==> src/rtl/core/fmrq_div.sv <==
// Restoring divider, one quotient bit per cycle, 64 by 64 bits.
// Depends on nothing else.
module fmrq_div (
   input  logic        clock,
   input  logic        reset,
   input  logic        go,
   input  logic [63:0] dividend,
   input  logic [63:0] divisor,
   output logic        done,
   output logic [63:0] quotient,
   output logic [63:0] remainder
);
   logic [63:0] q_ff, q_in;
   logic [63:0] r_ff, r_in;
   logic [63:0] d_ff;
   logic [6:0]  cnt_ff;
   logic        busy_ff;
   logic [64:0] trial;

   always_comb begin
      trial = {r_ff, q_ff[63]} - {1'b0, d_ff};
      if (!trial[64]) begin
         r_in = trial[63:0];
         q_in = {q_ff[62:0], 1'b1};
      end else begin
         r_in = {r_ff[62:0], q_ff[63]};
         q_in = {q_ff[62:0], 1'b0};
      end
   end

   always_ff @(posedge clock) begin
      if (reset) begin
         busy_ff <= 1'b0;
         cnt_ff  <= '0;
         done    <= 1'b0;
      end else begin
         done <= 1'b0;
         if (go) begin
            busy_ff <= 1'b1;
            cnt_ff  <= 7'd64;
         end else if (busy_ff) begin
            cnt_ff <= cnt_ff - 7'd1;
            if (cnt_ff == 7'd1) begin
               busy_ff <= 1'b0;
               done    <= 1'b1;
            end
         end
      end
   end

   always_ff @(posedge clock) begin
      if (go) begin
         q_ff <= dividend;
         r_ff <= '0;
         d_ff <= divisor;
      end else if (busy_ff) begin
         q_ff <= q_in;
         r_ff <= r_in;
      end
   end

   assign quotient  = q_ff;
   assign remainder = r_ff;

endmodule

==> config.mk <==
export PLATFORM = sky130hd
export DESIGN_NAME = fmrq_div
export DESIGN_NICKNAME = d
export VERILOG_FILES = /design/src/rtl/core/fmrq_div.sv
export SDC_FILE = /design/constraint.sdc
export NUM_CORES = 1
export LEC_CHECK = 0
export BUFFER_PORTS_ARGS = -buffer_cell sky130_fd_sc_hd__buf_2
export CORE_MARGIN = 2
export CORE_UTILIZATION = 60
export DETAILED_ROUTE_END_ITERATION = 12
export PLACE_DENSITY = 0.87
export SLEW_MARGIN = 10
export SYNTH_ARGS = -nofsm -noshare
export SYNTH_HDL_FRONTEND = slang
export SYNTH_SLANG_ARGS = --single-unit
==> constraint.sdc <==
create_clock -name clock -period 5.42 [get_ports clock]
set_input_delay 0.542 -clock clock [delete_from_list [all_inputs] [get_ports clock]]
set_output_delay 0.542 -clock clock [all_outputs]
set_load 0.05 [all_outputs]
==> impl_results.md <==
- Synth area leaders: edfxtp_1, dfxtp_1, ha_1, mux2_2, nand2_1
- Endpoints failing setup: 0
- Post-Syn Nets: 1,438
- Resized Gates After CTS: 0
- DR vias/cell: 5.959
- Flop pwr share: 0.407
- CP required: 5.84 ns
- Synth Flop Type: edfxtp_1
- Crit path from: quotient[63]
- Core footprint: 0.02010 mm²
- MaxCap Viol Count: 0
- VDD IR max: 0.3447 mV
- Largest net degree at the start of global routing: 92
- R2r worst-path depth: 14
- Vias in the first global route: 10,372
- Clk sink count: 201
- Pleak: 6.212 nW
- Share of cells above drive strength 1: 0.2769
- Worst clock skew: 0.01459 ns
- Share of the synthesized area in the top cell type: 0.3145
- RSZ-0062 raised after global routing: no
- CP Capture Type: flop
- Clock Path Buffers: 3
- WS Path Type: flop to flop
- Initial antenna violation count: 1
- Internal power: 3.049 mW
- Met1 Use GR: 0.3614
- Clock share of power: 0.341
- Crit path DAT: 4.35 ns
- Synth Register Bits: 201
- Max Freq: 0.2543 GHz
- DRC errors left: 0
- Nets@finish: 1,658
- Met2 Resource Use GR: 0.5204
- Routed Antenna Nets: 0
- GRT Max-Usage Layer: met2
- Startpoint types: flop
- Ys async rst share: 0
- M3 GR Usage: 0.05870
- Drt pass-1 iters: 5
- Vias: 10,410
- Num CTS Buffers: 23
- Final Cycle Share: 0.7256
- Sw Pwr: 1.508 mW
- Dpl hpwl: 24.27 mm
- TritonCTS clock tree: yes
- First-pass GRT wire length: 52.23 mm
- Avg Cell Area, Syn: 9.856 µm²
- Post-CTS Setup Inserts: 0
- Gpl congestion: 0.9314
- Global route total overflow: 0
- Warnings, synthesis: 0
- Clock Latency Late Sink: 0.53 ns
- Setup TNS Final: 0 ns
- Hold WS: 0.1824 ns
- Final Hold Fails: 0
- Reg2reg end: remainder[45]
- Minimum clock period: 3.933 ns
- P&R area growth vs syn: 17.57%
- Initial Utilization: 0.6079
- Synth cell types: 88
- R2r setup slk: 1.49 ns
- Worst slew pin tran: 0.9891 ns
- # port buffers: 259
- Max-slew headroom: 0.3390
- Worst-path clk slew: 0.07 ns
- Chip Height: 146.7 µm
- Die W: 146.7 µm
- WL final: 32.88 mm
- Comb power frac: 0.252
- Die area: 0.02153 mm²
- Most common cell after layout, fill and taps aside: buf_2
- Reg-to-Reg Start: quotient[63]
- H-tree levels: 1
- Power per cell area: 317.2 mW/mm²
- Switch share: 0.3309
- CP Max Fanout: 27
- Drt wl/cell: 18.82 µm
- Gr usage total: 0.2988
- Worst hold path class: primary input to flop
- Post-synth EDFFs: 128
- Most frequent cells in the layout: buf_2, nand2_1, edfxtp_1
- Count of final max-slew check failures: 0
- N_diodes: 0
- Ports: 260
- Cell taking the most area after synthesis: edfxtp_1
- Cell Rows: 52
- Synthesized instance count: 1,240
- Clock root cell: clkbuf_16
- Hold Buf Count CTS: 0
- Worst setup path end: remainder[45]
- Starting DRC count in detailed routing: 794
- Area of the mapped netlist: 0.01222 mm²
- Post-synthesis sequential area ratio: 0.4341
- Run status: complete, no violations
==> worst max-delay path, cell delays in order, from the launching register on <==
cell and delay [ns]:
edfxtp_1 0.34, inv_1 0.05, ha_1 0.23, fa_1 0.41, and2b_1 0.27, o211ai_4 0.11
a211o_1 0.35, a211oi_1 0.26, o21bai_1 0.12, nand4bb_2 0.12, nand2_4 0.11, xnor2_4 0.60
buf_4 0.43, nand2_1 0.10, a311oi_1 0.30
==> layout make-up <==
type	count	area, µm²
sequential	201	5306
inverter	80	300.3
tap	270	337.8
fill	1445	5736
multi-input combinational	889	6295
clock inverter	15	156.4
timing repair buffer	265	1373
clock buffer	27	600.6
==> kinds of logic after synthesis <==
family / count (synthesis) / share of synthesized area
flip-flops: 201 / 0.4341
buffers and inverters: 150 / 0.05293
AND/OR/NAND/NOR: 356 / 0.1337
AO/OA/AOI/OAI: 327 / 0.1949
XOR/XNOR: 62 / 0.04566
multiplexers: 77 / 0.06951
adder cells (fa/ha/maj): 67 / 0.06921
==> flip-flops by register name, summed over array words and instances (netlist names) <==
signal and flops:
busy_ff 1, cnt_ff 7, d_ff 64, done 1
quotient 64, remainder 64
==> metal layers <==
metal,routed length (µm),vias up
met4,1459,2
met3,2424,86
met2,15900,439
met1,13100,4887
met5,7,-
li1,-,4996
==> stage by stage <==
step	setup WS [ns]	total power [mW]	std cells	utilization	area [µm²]
2_1_floorplan	2.019	2.727	1240	-	12220
3_3_place_gp	1.640	2.989	1705	0.6771	13610
3_5_place_dp	1.462	3.017	1705	0.6771	13610
4_1_cts	1.434	4.564	1747	0.7147	14370
5_1_grt	1.251	4.729	1747	0.7147	14370
6_report	1.487	4.557	1747	0.7147	14370
==> power by group through the flow <==
| stage | sequential (mW) | combinational, mW | clock (mW) |
|---|---|---|---|
| after global placement | 1.88 | 1.11 | 0 |
| final | 1.85 | 1.15 | 1.55 |
| after floorplan | 2.13 | 0.594 | 0 |
| after detailed placement | 1.88 | 1.13 | 0 |
| after global routing | 1.87 | 1.24 | 1.62 |
| after CTS | 1.85 | 1.14 | 1.57 |
==> synthesized netlist by cell type, types with 19 or more instances <==
cell type / count
dfxtp_1: 73
o21ai_0: 41
clkbuf_1: 36
xnor2_1: 40
nor3_1: 19
a311oi_1: 24
mux2_2: 63
ha_1: 66
nand2_1: 139
xor2_1: 20
a21oi_1: 80
a21o_1: 33
buf_2: 22
edfxtp_1: 128
nor2_1: 103
inv_1: 80
==> how the worst min path moves through the flow <==
| stage | start | to | cells after the start |
|---|---|---|---|
| 5_1_grt | divisor[54] | d_ff[54] | 1 |
| 3_3_place_gp | cnt_ff[1] | cnt_ff[1] | 2 |
| 2_1_floorplan | cnt_ff[1] | cnt_ff[1] | 2 |
| 4_1_cts | divisor[47] | d_ff[47] | 1 |
| 3_5_place_dp | cnt_ff[1] | cnt_ff[1] | 2 |
| 6_report | divisor[56] | d_ff[56] | 1 |
(Power assumes the default switching activity.)
