===== src/rtl/core/fmrq_pkg.sv =====
// Package for the first-match rate quota block.
// Holds the beat structs, function codes and state encodings; no dependencies.
package fmrq_pkg;

   localparam logic [14:0] WAIT_CAP = 15'd32000;
   localparam logic [31:0] PERCENT_MAX = 32'd100;

   typedef enum logic [1:0] {
      FUNC_WRITE  = 2'd0,
      FUNC_CLEAR  = 2'd1,
      FUNC_UPDATE = 2'd2,
      FUNC_NONE   = 2'd3
   } func_type;

   typedef enum logic [2:0] {
      ST_IDLE,
      ST_SCAN,
      ST_LIMIT,
      ST_DIV,
      ST_DONE
   } state_type;

   typedef struct packed {
      logic [1:0]  func;
      logic [1:0]  chain_select;
      logic [2:0]  slot;
      logic [31:0] base_addr;
      logic [31:0] addr_mask;
      logic        limit_mode;
      logic [31:0] limit_amount;
      logic        slot_enable;
      logic [31:0] peer_addr;
      logic [31:0] byte_delta;
      logic [31:0] elapsed_msec;
   } req_type;

   typedef struct packed {
      logic [14:0] wait_msec;
      logic        matched;
      logic        accepted;
   } rsp_type;

   // Command broadcast to every cell.
   typedef struct packed {
      logic        write;
      logic        clear;
      logic        add;
      logic [31:0] base;
      logic [31:0] mask;
      logic        mode;
      logic [31:0] limit;
      logic        enable;
      logic [63:0] delta;
   } cell_cmd_type;

   // Token passed from cell to cell during a search.
   typedef struct packed {
      logic        found;
      logic        mode;
      logic [31:0] limit;
      logic [63:0] bytes;
   } cell_tok_type;

endpackage


===== src/rtl/core/fmrq_cell.sv =====
// One rule slot of a chain: holds the rule and its byte accumulator.
// Depends on fmrq_pkg.
module fmrq_cell (
   input  logic                  clock,
   input  logic                  reset,
   input  fmrq_pkg::cell_cmd_type cmd,
   input  logic                  sel,
   input  logic                  scan,
   input  logic [31:0]           peer,
   input  fmrq_pkg::cell_tok_type tok_in,
   output fmrq_pkg::cell_tok_type tok_out
);
   import fmrq_pkg::*;

   logic        active_ff;
   logic [31:0] base_ff;
   logic [31:0] mask_ff;
   logic        mode_ff;
   logic [31:0] limit_ff;
   logic [63:0] bytes_ff;
   logic        hit;
   logic [63:0] bytes_in;

   assign hit = scan && !tok_in.found && active_ff && (((peer & mask_ff) & base_ff) == base_ff);
   assign bytes_in = bytes_ff + cmd.delta;

   always_comb begin
      tok_out = tok_in;
      if (hit) begin
         tok_out.found = 1'b1;
         tok_out.mode  = mode_ff;
         tok_out.limit = limit_ff;
         tok_out.bytes = bytes_in;
      end
   end

   always_ff @(posedge clock) begin
      if (reset) begin
         active_ff <= 1'b0;
      end else if (sel && cmd.write) begin
         active_ff <= cmd.enable;
      end else if (sel && cmd.clear) begin
         active_ff <= 1'b0;
      end
   end

   always_ff @(posedge clock) begin
      if (reset) begin
         bytes_ff <= '0;
      end else if (sel && cmd.write && cmd.enable) begin
         bytes_ff <= '0;
      end else if (hit && cmd.add) begin
         bytes_ff <= bytes_in;
      end
   end

   always_ff @(posedge clock) begin
      if (sel && cmd.write && cmd.enable) begin
         base_ff  <= cmd.base;
         mask_ff  <= cmd.mask;
         mode_ff  <= cmd.mode;
         limit_ff <= cmd.limit;
      end
   end

endmodule


===== config.mk =====
export PLATFORM = sky130hd
export DESIGN_NAME = fmrq_cell
export DESIGN_NICKNAME = d
export VERILOG_FILES = /design/src/rtl/core/fmrq_pkg.sv /design/src/rtl/core/fmrq_cell.sv
export SDC_FILE = /design/constraint.sdc
export NUM_CORES = 1
export LEC_CHECK = 0
export BUFFER_PORTS_ARGS = -buffer_cell sky130_fd_sc_hd__buf_4
export CAP_MARGIN = 0
export CORE_MARGIN = 2
export CORE_UTILIZATION = 40
export CTS_CLUSTER_DIAMETER = 40
export DETAILED_ROUTE_END_ITERATION = 6
export GPL_TIMING_DRIVEN = 1
export PLACE_DENSITY = 0.67
export SETUP_SLACK_MARGIN = 0.5
export SLEW_MARGIN = 10
export SYNTH_ARGS = -nofsm -noshare
export SYNTH_HDL_FRONTEND = slang
export SYNTH_SLANG_ARGS = --single-unit

===== constraint.sdc =====
create_clock -name clock -period 5.78 [get_ports clock]
set_input_delay 0.289 -clock clock [delete_from_list [all_inputs] [get_ports clock]]
set_output_delay 0.289 -clock clock [all_outputs]
set_load 0.01 [all_outputs]

==> results of run 1 <==
[cell type report]
class / count / share of cell area, %
multi-input cells: 1059 / 42.98
flip-flops and latches: 162 / 28.83
clock buffers: 17 / 2.911
well taps: 341 / 2.919
clock inverters: 15 / 1.096
inverters: 21 / 0.5393
repair buffers: 403 / 20.70
diodes: 1 / 0.01712
[how the worst min path moves through the flow]
stage	from	endpoint	slack, ps	cells after the start
6_report	cmd[151]	base_ff[21]	20	1
5_1_grt	cmd[86]	limit_ff[21]	5	1
4_1_cts	cmd[98]	mask_ff[0]	9	1
3_5_place_dp	bytes_ff[51]	bytes_ff[51]	450	2
3_3_place_gp	bytes_ff[62]	bytes_ff[62]	440	2
2_1_floorplan	reset	active_ff	360	1
[critical path, stage by stage (launching register included)]
cell	delay [ps]
dfxtp_1	320
ha_1	220
fa_1	440
a211o_1	320
a21oi_1	320
a21o_1	240
a2111oi_0	110
or3_1	450
and4_1	290
o211ai_1	360
a21oi_1	200
o21a_1	220
o31ai_1	230
buf_4	170
[power by group]
part           switching (mW)  internal [mW]
clock                   0.564          0.581
combinational           0.195          0.228
sequential            0.00827           1.26
[flip-flops by register name (all words and copies together) (netlist names)]
signal and cells:
base_ff 32, active_ff 1, bytes_ff 64, mode_ff 1
limit_ff 32, mask_ff 32
[Yosys cell counts (3+ instances only)]
cell	count
nor4_1	12
edfxtp_1	97
a2111oi_0	4
mux2_2	3
o211ai_1	8
inv_1	21
mux2i_1	9
xor2_1	25
o21ai_1	21
o21ai_0	91
or2_1	3
nor2_1	104
nand2b_1	3
o31ai_1	4
nor3_1	20
a211oi_1	14
a21boi_0	23
ha_1	63
a31oi_1	11
and4_1	4
buf_2	3
xnor2_1	29
and3_1	20
a21oi_1	112
a221oi_1	6
nand4_1	13
nand2_1	280
nor2b_1	7
clkbuf_1	62
or3_1	4
a21o_1	43
and2_1	18
dfxtp_1	65
nand3_1	35
o21a_1	10
o21bai_1	20
a311oi_1	3
[layout by cell type, fill, tap and decap left out, drive strengths merged, types with 30 or more instances in the layout]
cell type / Yosys / layout
buf: 4 / 403
nor2: 104 / 104
ha: 63 / 63
nand3: 35 / 35
o21ai: 112 / 112
edfxtp: 97 / 97
inv: 21 / 30
nand2: 280 / 280
dfxtp: 65 / 65
a21o: 43 / 43
a21oi: 113 / 113
[cells by family after synthesis]
logic type,count (synthesis)
AND/OR/NAND/NOR,530
flip-flops,162
adder cells (fa/ha/maj),64
AO/OA/AOI/OAI,397
multiplexers,13
buffers and inverters,87
XOR/XNOR,55
[routing by layer]
| metal | up-vias | share of wire (%) | track usage (%) |
|---|---|---|---|
| li1 | 5417 | - | - |
| met5 | - | 0.068 | 0 |
| met2 | 442 | 49 | 44.21 |
| met1 | 5046 | 40 | 30.85 |
| met3 | 56 | 8.1 | 6.394 |
| met4 | 4 | 2.7 | 8.246 |
[through the flow]
stage / area [um^2] / utilization, % / setup WS, ps
floorplan: 10810 / - / 1992
global placement: 14030 / 52.49 / 1605
detailed placement: 14030 / 52.49 / 1608
CTS: 14610 / 54.68 / 1225
global route: 14620 / 54.69 / 1037
finish: 14620 / 54.69 / 1177
==> results.py, run 1 <==
metrics = {
    "sta": {
        "fin_crit_sh_pct": 79.64,
        "period_minus_slack_ps": 4603,
        "timing.slew.headroom_pct": 23.17,
        "hold_violations": 0,
        "maxSlewViolCount": 0,
        "finalHoldWorstSlack_ps": 16.67,
        "tightest_slew_ps": 1152,
        "fmax_mhz": 217.2,
        "finalSetupViolCount": 0,
        "rsz0062_at_grt": "false",
        "fin_tns_setup_ps": 0,
        "finClkSkew_ps": 22.55,
    },
    "final_layout": {
        "layout.nets": 2027,
        "multi_input_area_um2": 6282,
        "nFillCells": 2539,
        "fin_cells": 2019,
        "seq_area_um2": 4214,
        "drive_above_1_share_pct": 27.19,
        "syn_to_final_growth_pct": 35.24,
    },
    "global_route": {
        "gr-usage-all-layers_pct": 25.43,
        "first_global_vias": 10630,
        "grt_max_degree": 97,
        "grt_overflow": 0,
        "antenna_found_initial": 3,
        "grt_pass1_wl_um": 56630,
    },
    "placement": {
        "port_buffers": 396,
        "dpl.hpwl_um": 28790,
        "place_inst": 1986,
        "gp_congestion": 0.9023,
    },
    "yosys": {
        "synth.top_cells.by_area": "edfxtp_1 (27%), dfxtp_1 (12%), nand2_1 (9.7%)",
        "synthSimpleGateAreaFrac_pct": 21.34,
        "ys_seq_elements": 162,
        "synth_compound_area_share_pct": 23.30,
        "synthAdderAreaFrac_pct": 7.479,
        "async_flop_share_pct": 0,
        "synth_fp_nets": 1671,
        "synth_mux_area_share_pct": 1.250,
        "syn-instance-count": 1308,
        "synth_cell_type_count": 69,
        "synth_xor_area_share_pct": 4.585,
        "netlist.top_cell.by_area": "edfxtp_1",
        "seq_area_frac_synth_pct": 39.00,
        "yosysWarnings": 0,
        "synthFlopType": "edfxtp_1",
        "synth_top_family_by_area": "compound AO/OA/AOI/OAI gates",
        "synth_edf_count": 97,
        "syn_area_um2": 10810,
        "netlist.area_leader.share_pct": 26.95,
        "synth_area_per_cell_um2": 8.262,
    },
    "power_and_ir_drop": {
        "power_density_nw_per_um2": 194.0,
        "power_mw": 2.835,
        "vdd_ir_drop_max_mv": 0.1644,
        "p_leak_nw": 6.700,
    },
    "detailed_routing": {
        "viasPerCell": 5.431,
        "wire_per_inst_um": 18.20,
        "drtIter0Drc": 612,
        "drc": 0,
        "antenna_left": 0,
        "dr.pass1.iters": 5,
        "wl_um": 36740,
        "vias": 10970,
    },
    "floorplan": {
        "core-area_um2": 26730,
        "ios": 397,
        "dieHeight_um": 168.4,
        "dieArea_um2": 28350,
        "row_count": 60,
        "die_x_um": 168.4,
        "initial_core_util_pct": 40.44,
    },
    "worst_setup_path": {
        "reg2reg_slack_ps": 2030,
        "cp_data_arrival_time_ps": 4310,
        "endpoint_kind": "output pin",
        "rr_startpoint": "bytes_ff[0]",
        "cp_max_fo": 4,
        "critPathKind": "reg -> out",
        "critPathLaunch": "bytes_ff[0]",
        "worstSetupEndpoint": "tok_out[56]",
        "r2r_end": "bytes_ff[40]",
        "reg2reg_depth": 12,
        "required_ps": 5490,
        "cp-start-kind": "flip-flop",
    },
    "min_path": {
        "hp-class": "in -> reg",
    },
    "clocking": {
        "cts_resized": 0,
        "clock_sinks": 162,
        "htree_levels": 4,
        "worstSkewPairLatency_ps": 440,
        "cts_buffers": 17,
        "clockRootBuffer": "clkbuf_16",
        "ctsHoldBuffers": 0,
        "cts_tree": "built",
        "cts_buffer_depth": 2,
        "clk_pin_slew_worst_paths_ps": 80,
        "post_cts_buffers": 0,
    },
    "flow_run": {
        "maxCapViolations": 0,
    },
    "outcome": {
        "outcome": "finished clean",
    },
}
No activity file was read; power rests on OpenSTA's default activity.
==> inputs of run 2 (changes only) <==
Clock period 5.78 ns to 4.25 ns, I/O delays scaled along.
==> run 2 against run 1 <==
  * Setup slack worse by 840 ps
  * Total power is 40% higher
  * Critical endpoint unchanged
  * Sequential power is 35% higher
  * Non-clock buffer count is 130 higher
==> results.py, run 2 (synthesized netlist as in run 1, its figures left out) <==
metrics = {
    "power_and_ir_drop": {
        "power_density_nw_per_um2": 244.7,
        "p_leak_nw": 7.357,
        "vdd_ir_drop_max_mv": 0.2917,
    },
    "clocking": {
        "worstSkewPairLatency_ps": 450,
        "cts_tree": "built",
        "htree_levels": 4,
        "clockRootBuffer": "clkbuf_16",
        "cts_buffers": 17,
        "clk_pin_slew_worst_paths_ps": 70,
        "cts_buffer_depth": 2,
        "clock_sinks": 162,
    },
    "detailed_routing": {
        "wire_per_inst_um": 18.56,
        "dr.pass1.iters": 7,
        "met2WireLength_um": 19980,
        "wl_met3_um": 2724,
        "top_layer": "met4",
        "wl_met1_um": 16120,
        "wl_um": 39890,
        "drc": 0,
        "viasPerCell": 5.430,
        "vias": 11670,
        "drtIter0Drc": 703,
        "antenna_left": 0,
    },
    "min_path": {
        "hp-class": "in -> reg",
    },
    "final_layout": {
        "final_util_pct": 60.79,
        "layout.nets": 2157,
        "mostFrequentLayoutCells": "buf_4 (434), nand2_1 (278), a21oi_1 (102)",
        "fin_cells": 2149,
        "final_common_cell": "buf_4",
        "largest_reg_flops": 64,
        "drive_above_1_share_pct": 30.60,
        "top_register": "bytes_ff",
        "syn_to_final_growth_pct": 50.34,
    },
    "placement": {
        "gp_congestion": 0.9336,
        "dpl.hpwl_um": 29340,
        "port_buffers": 396,
        "place_inst": 1994,
    },
    "floorplan": {
        "dieArea_um2": 28350,
        "row_count": 60,
        "core-area_um2": 26730,
        "ios": 397,
        "die_x_um": 168.4,
        "initial_core_util_pct": 40.44,
        "dieHeight_um": 168.4,
    },
    "worst_setup_path": {
        "cp_slowest_cell": "or3_4",
        "critPathKind": "reg -> out",
        "path_cells": "ha_4, fa_2, a211o_1, a21oi_2, a21o_1, a2111oi_4, or3_4, and4_4, o211ai_1, a21oi_2, buf_4, nor3_2, o31ai_2, buf_4",
        "cp_max_fo": 3,
        "cp-start-kind": "flip-flop",
        "required_ps": 4040,
        "endpoint_kind": "output pin",
        "cp_data_arrival_time_ps": 3700,
        "cp_slowest_stage_delay_ps": 390,
    },
    "sta": {
        "hold_violations": 0,
        "fin_crit_sh_pct": 92.09,
        "period_minus_slack_ps": 3914,
        "fin_tns_setup_ps": 0,
        "finClkSkew_ps": 23.40,
        "fmax_mhz": 255.5,
        "finalSetupViolCount": 0,
        "rsz0062_at_grt": "true",
        "maxSlewViolCount": 0,
        "timing.slew.headroom_pct": 29.51,
        "tightest_slew_ps": 1057,
    },
    "global_route": {
        "first_global_vias": 11480,
        "grt_pass1_wl_um": 61170,
        "grt_overflow": 0,
        "grt_max_degree": 86,
        "gr-usage-all-layers_pct": 27.33,
        "antenna_found_initial": 1,
    },
    "flow_run": {
        "maxCapViolations": 0,
    },
    "outcome": {
        "outcome": "finished clean",
    },
}
run 2: cell count changes in the layout (fill, tap and decap cells not counted), moves of 4 or more:
cell | previous run | this run
a21oi_1 | 112 | 102
ha_2 | 0 | 7
a211oi_2 | 0 | 5
o21ai_0 | 91 | 84
a221oi_1 | 6 | 2
ha_1 | 63 | 49
buf_4 | 403 | 434
o21ai_2 | 0 | 6
xnor2_1 | 29 | 25
ha_4 | 0 | 7
dlygate4sd3_1 | 0 | 98
xnor2_2 | 0 | 4
a211oi_1 | 14 | 8
a21oi_2 | 1 | 10
run 2: layer usage:
metal / vias up / GRT usage (%)
li1: 5687 / -
met1: 5429 / 32.91
met2: 476 / 48.83
met3: 77 / 5.994
met4: 0 / 8.096
met5: - / 0
run 2: final timing paths:
check,from,slack [ps],cells after the start,to
worst max-delay path,bytes_ff[0],340,14,tok_out[56]
worst min-delay path,cmd[163],150,4,active_ff
worst min register to register,bytes_ff[51],460,2,bytes_ff[51]
worst max register to register,bytes_ff[0],600,18,bytes_ff[40]
run 2: area by class of cell:
| cell class | count | area, um^2 |
|---|---|---|
| Tap cell | 341 | 426.7 |
| Sequential cell | 162 | 4217 |
| Timing Repair Buffer | 533 | 4250 |
| Fill cell | 2305 | 10480 |
| Multi-Input combinational cell | 1059 | 6690 |
| Antenna cell | 1 | 2.502 |
| Inverter | 21 | 78.83 |
| Clock inverter | 15 | 156.4 |
| Clock buffer | 17 | 425.4 |
run 2: repair_timing:
action,4_1_cts,5_1_grt
setup buffers,15,9
setup endpoints to repair,22,28
pin swaps,23,26
hold endpoints to repair,98,0
resized for setup,35,53
hold buffers,98,0
run 2: where the power goes:
part	total, mW	leakage, nW	internal [mW]	switching (mW)
combinational	0.684	5.66	0.383	0.301
sequential	1.72	1.42	1.71	0.0129
clock	1.57	0.286	0.788	0.779
total	3.98	7.36	2.88	1.09
run 2: stage by stage:
step | setup WS, ps | area (um^2) | hold WS (ps) | total power, mW
detailed placement | 398.6 | 14090 | 391.8 | 2.337
global placement | 416.3 | 14090 | 390.2 | 2.330
finish | 336.1 | 16250 | 154.2 | 3.976
CTS | 255.2 | 15910 | 135.9 | 3.969
global route | 187.8 | 16250 | 186.8 | 4.118
floorplan | 538.3 | 10810 | 284.9 | 1.984
run 2: critical path: cells and delay by family, from the launching register on:
kind                       cells  cell delay, ps
AOI/OAI and AO/OA              7            1310
adders and majority gates      2             520
buffers and inverters          2             360
DFF                            1             340
and+or+nand+nor                3             740
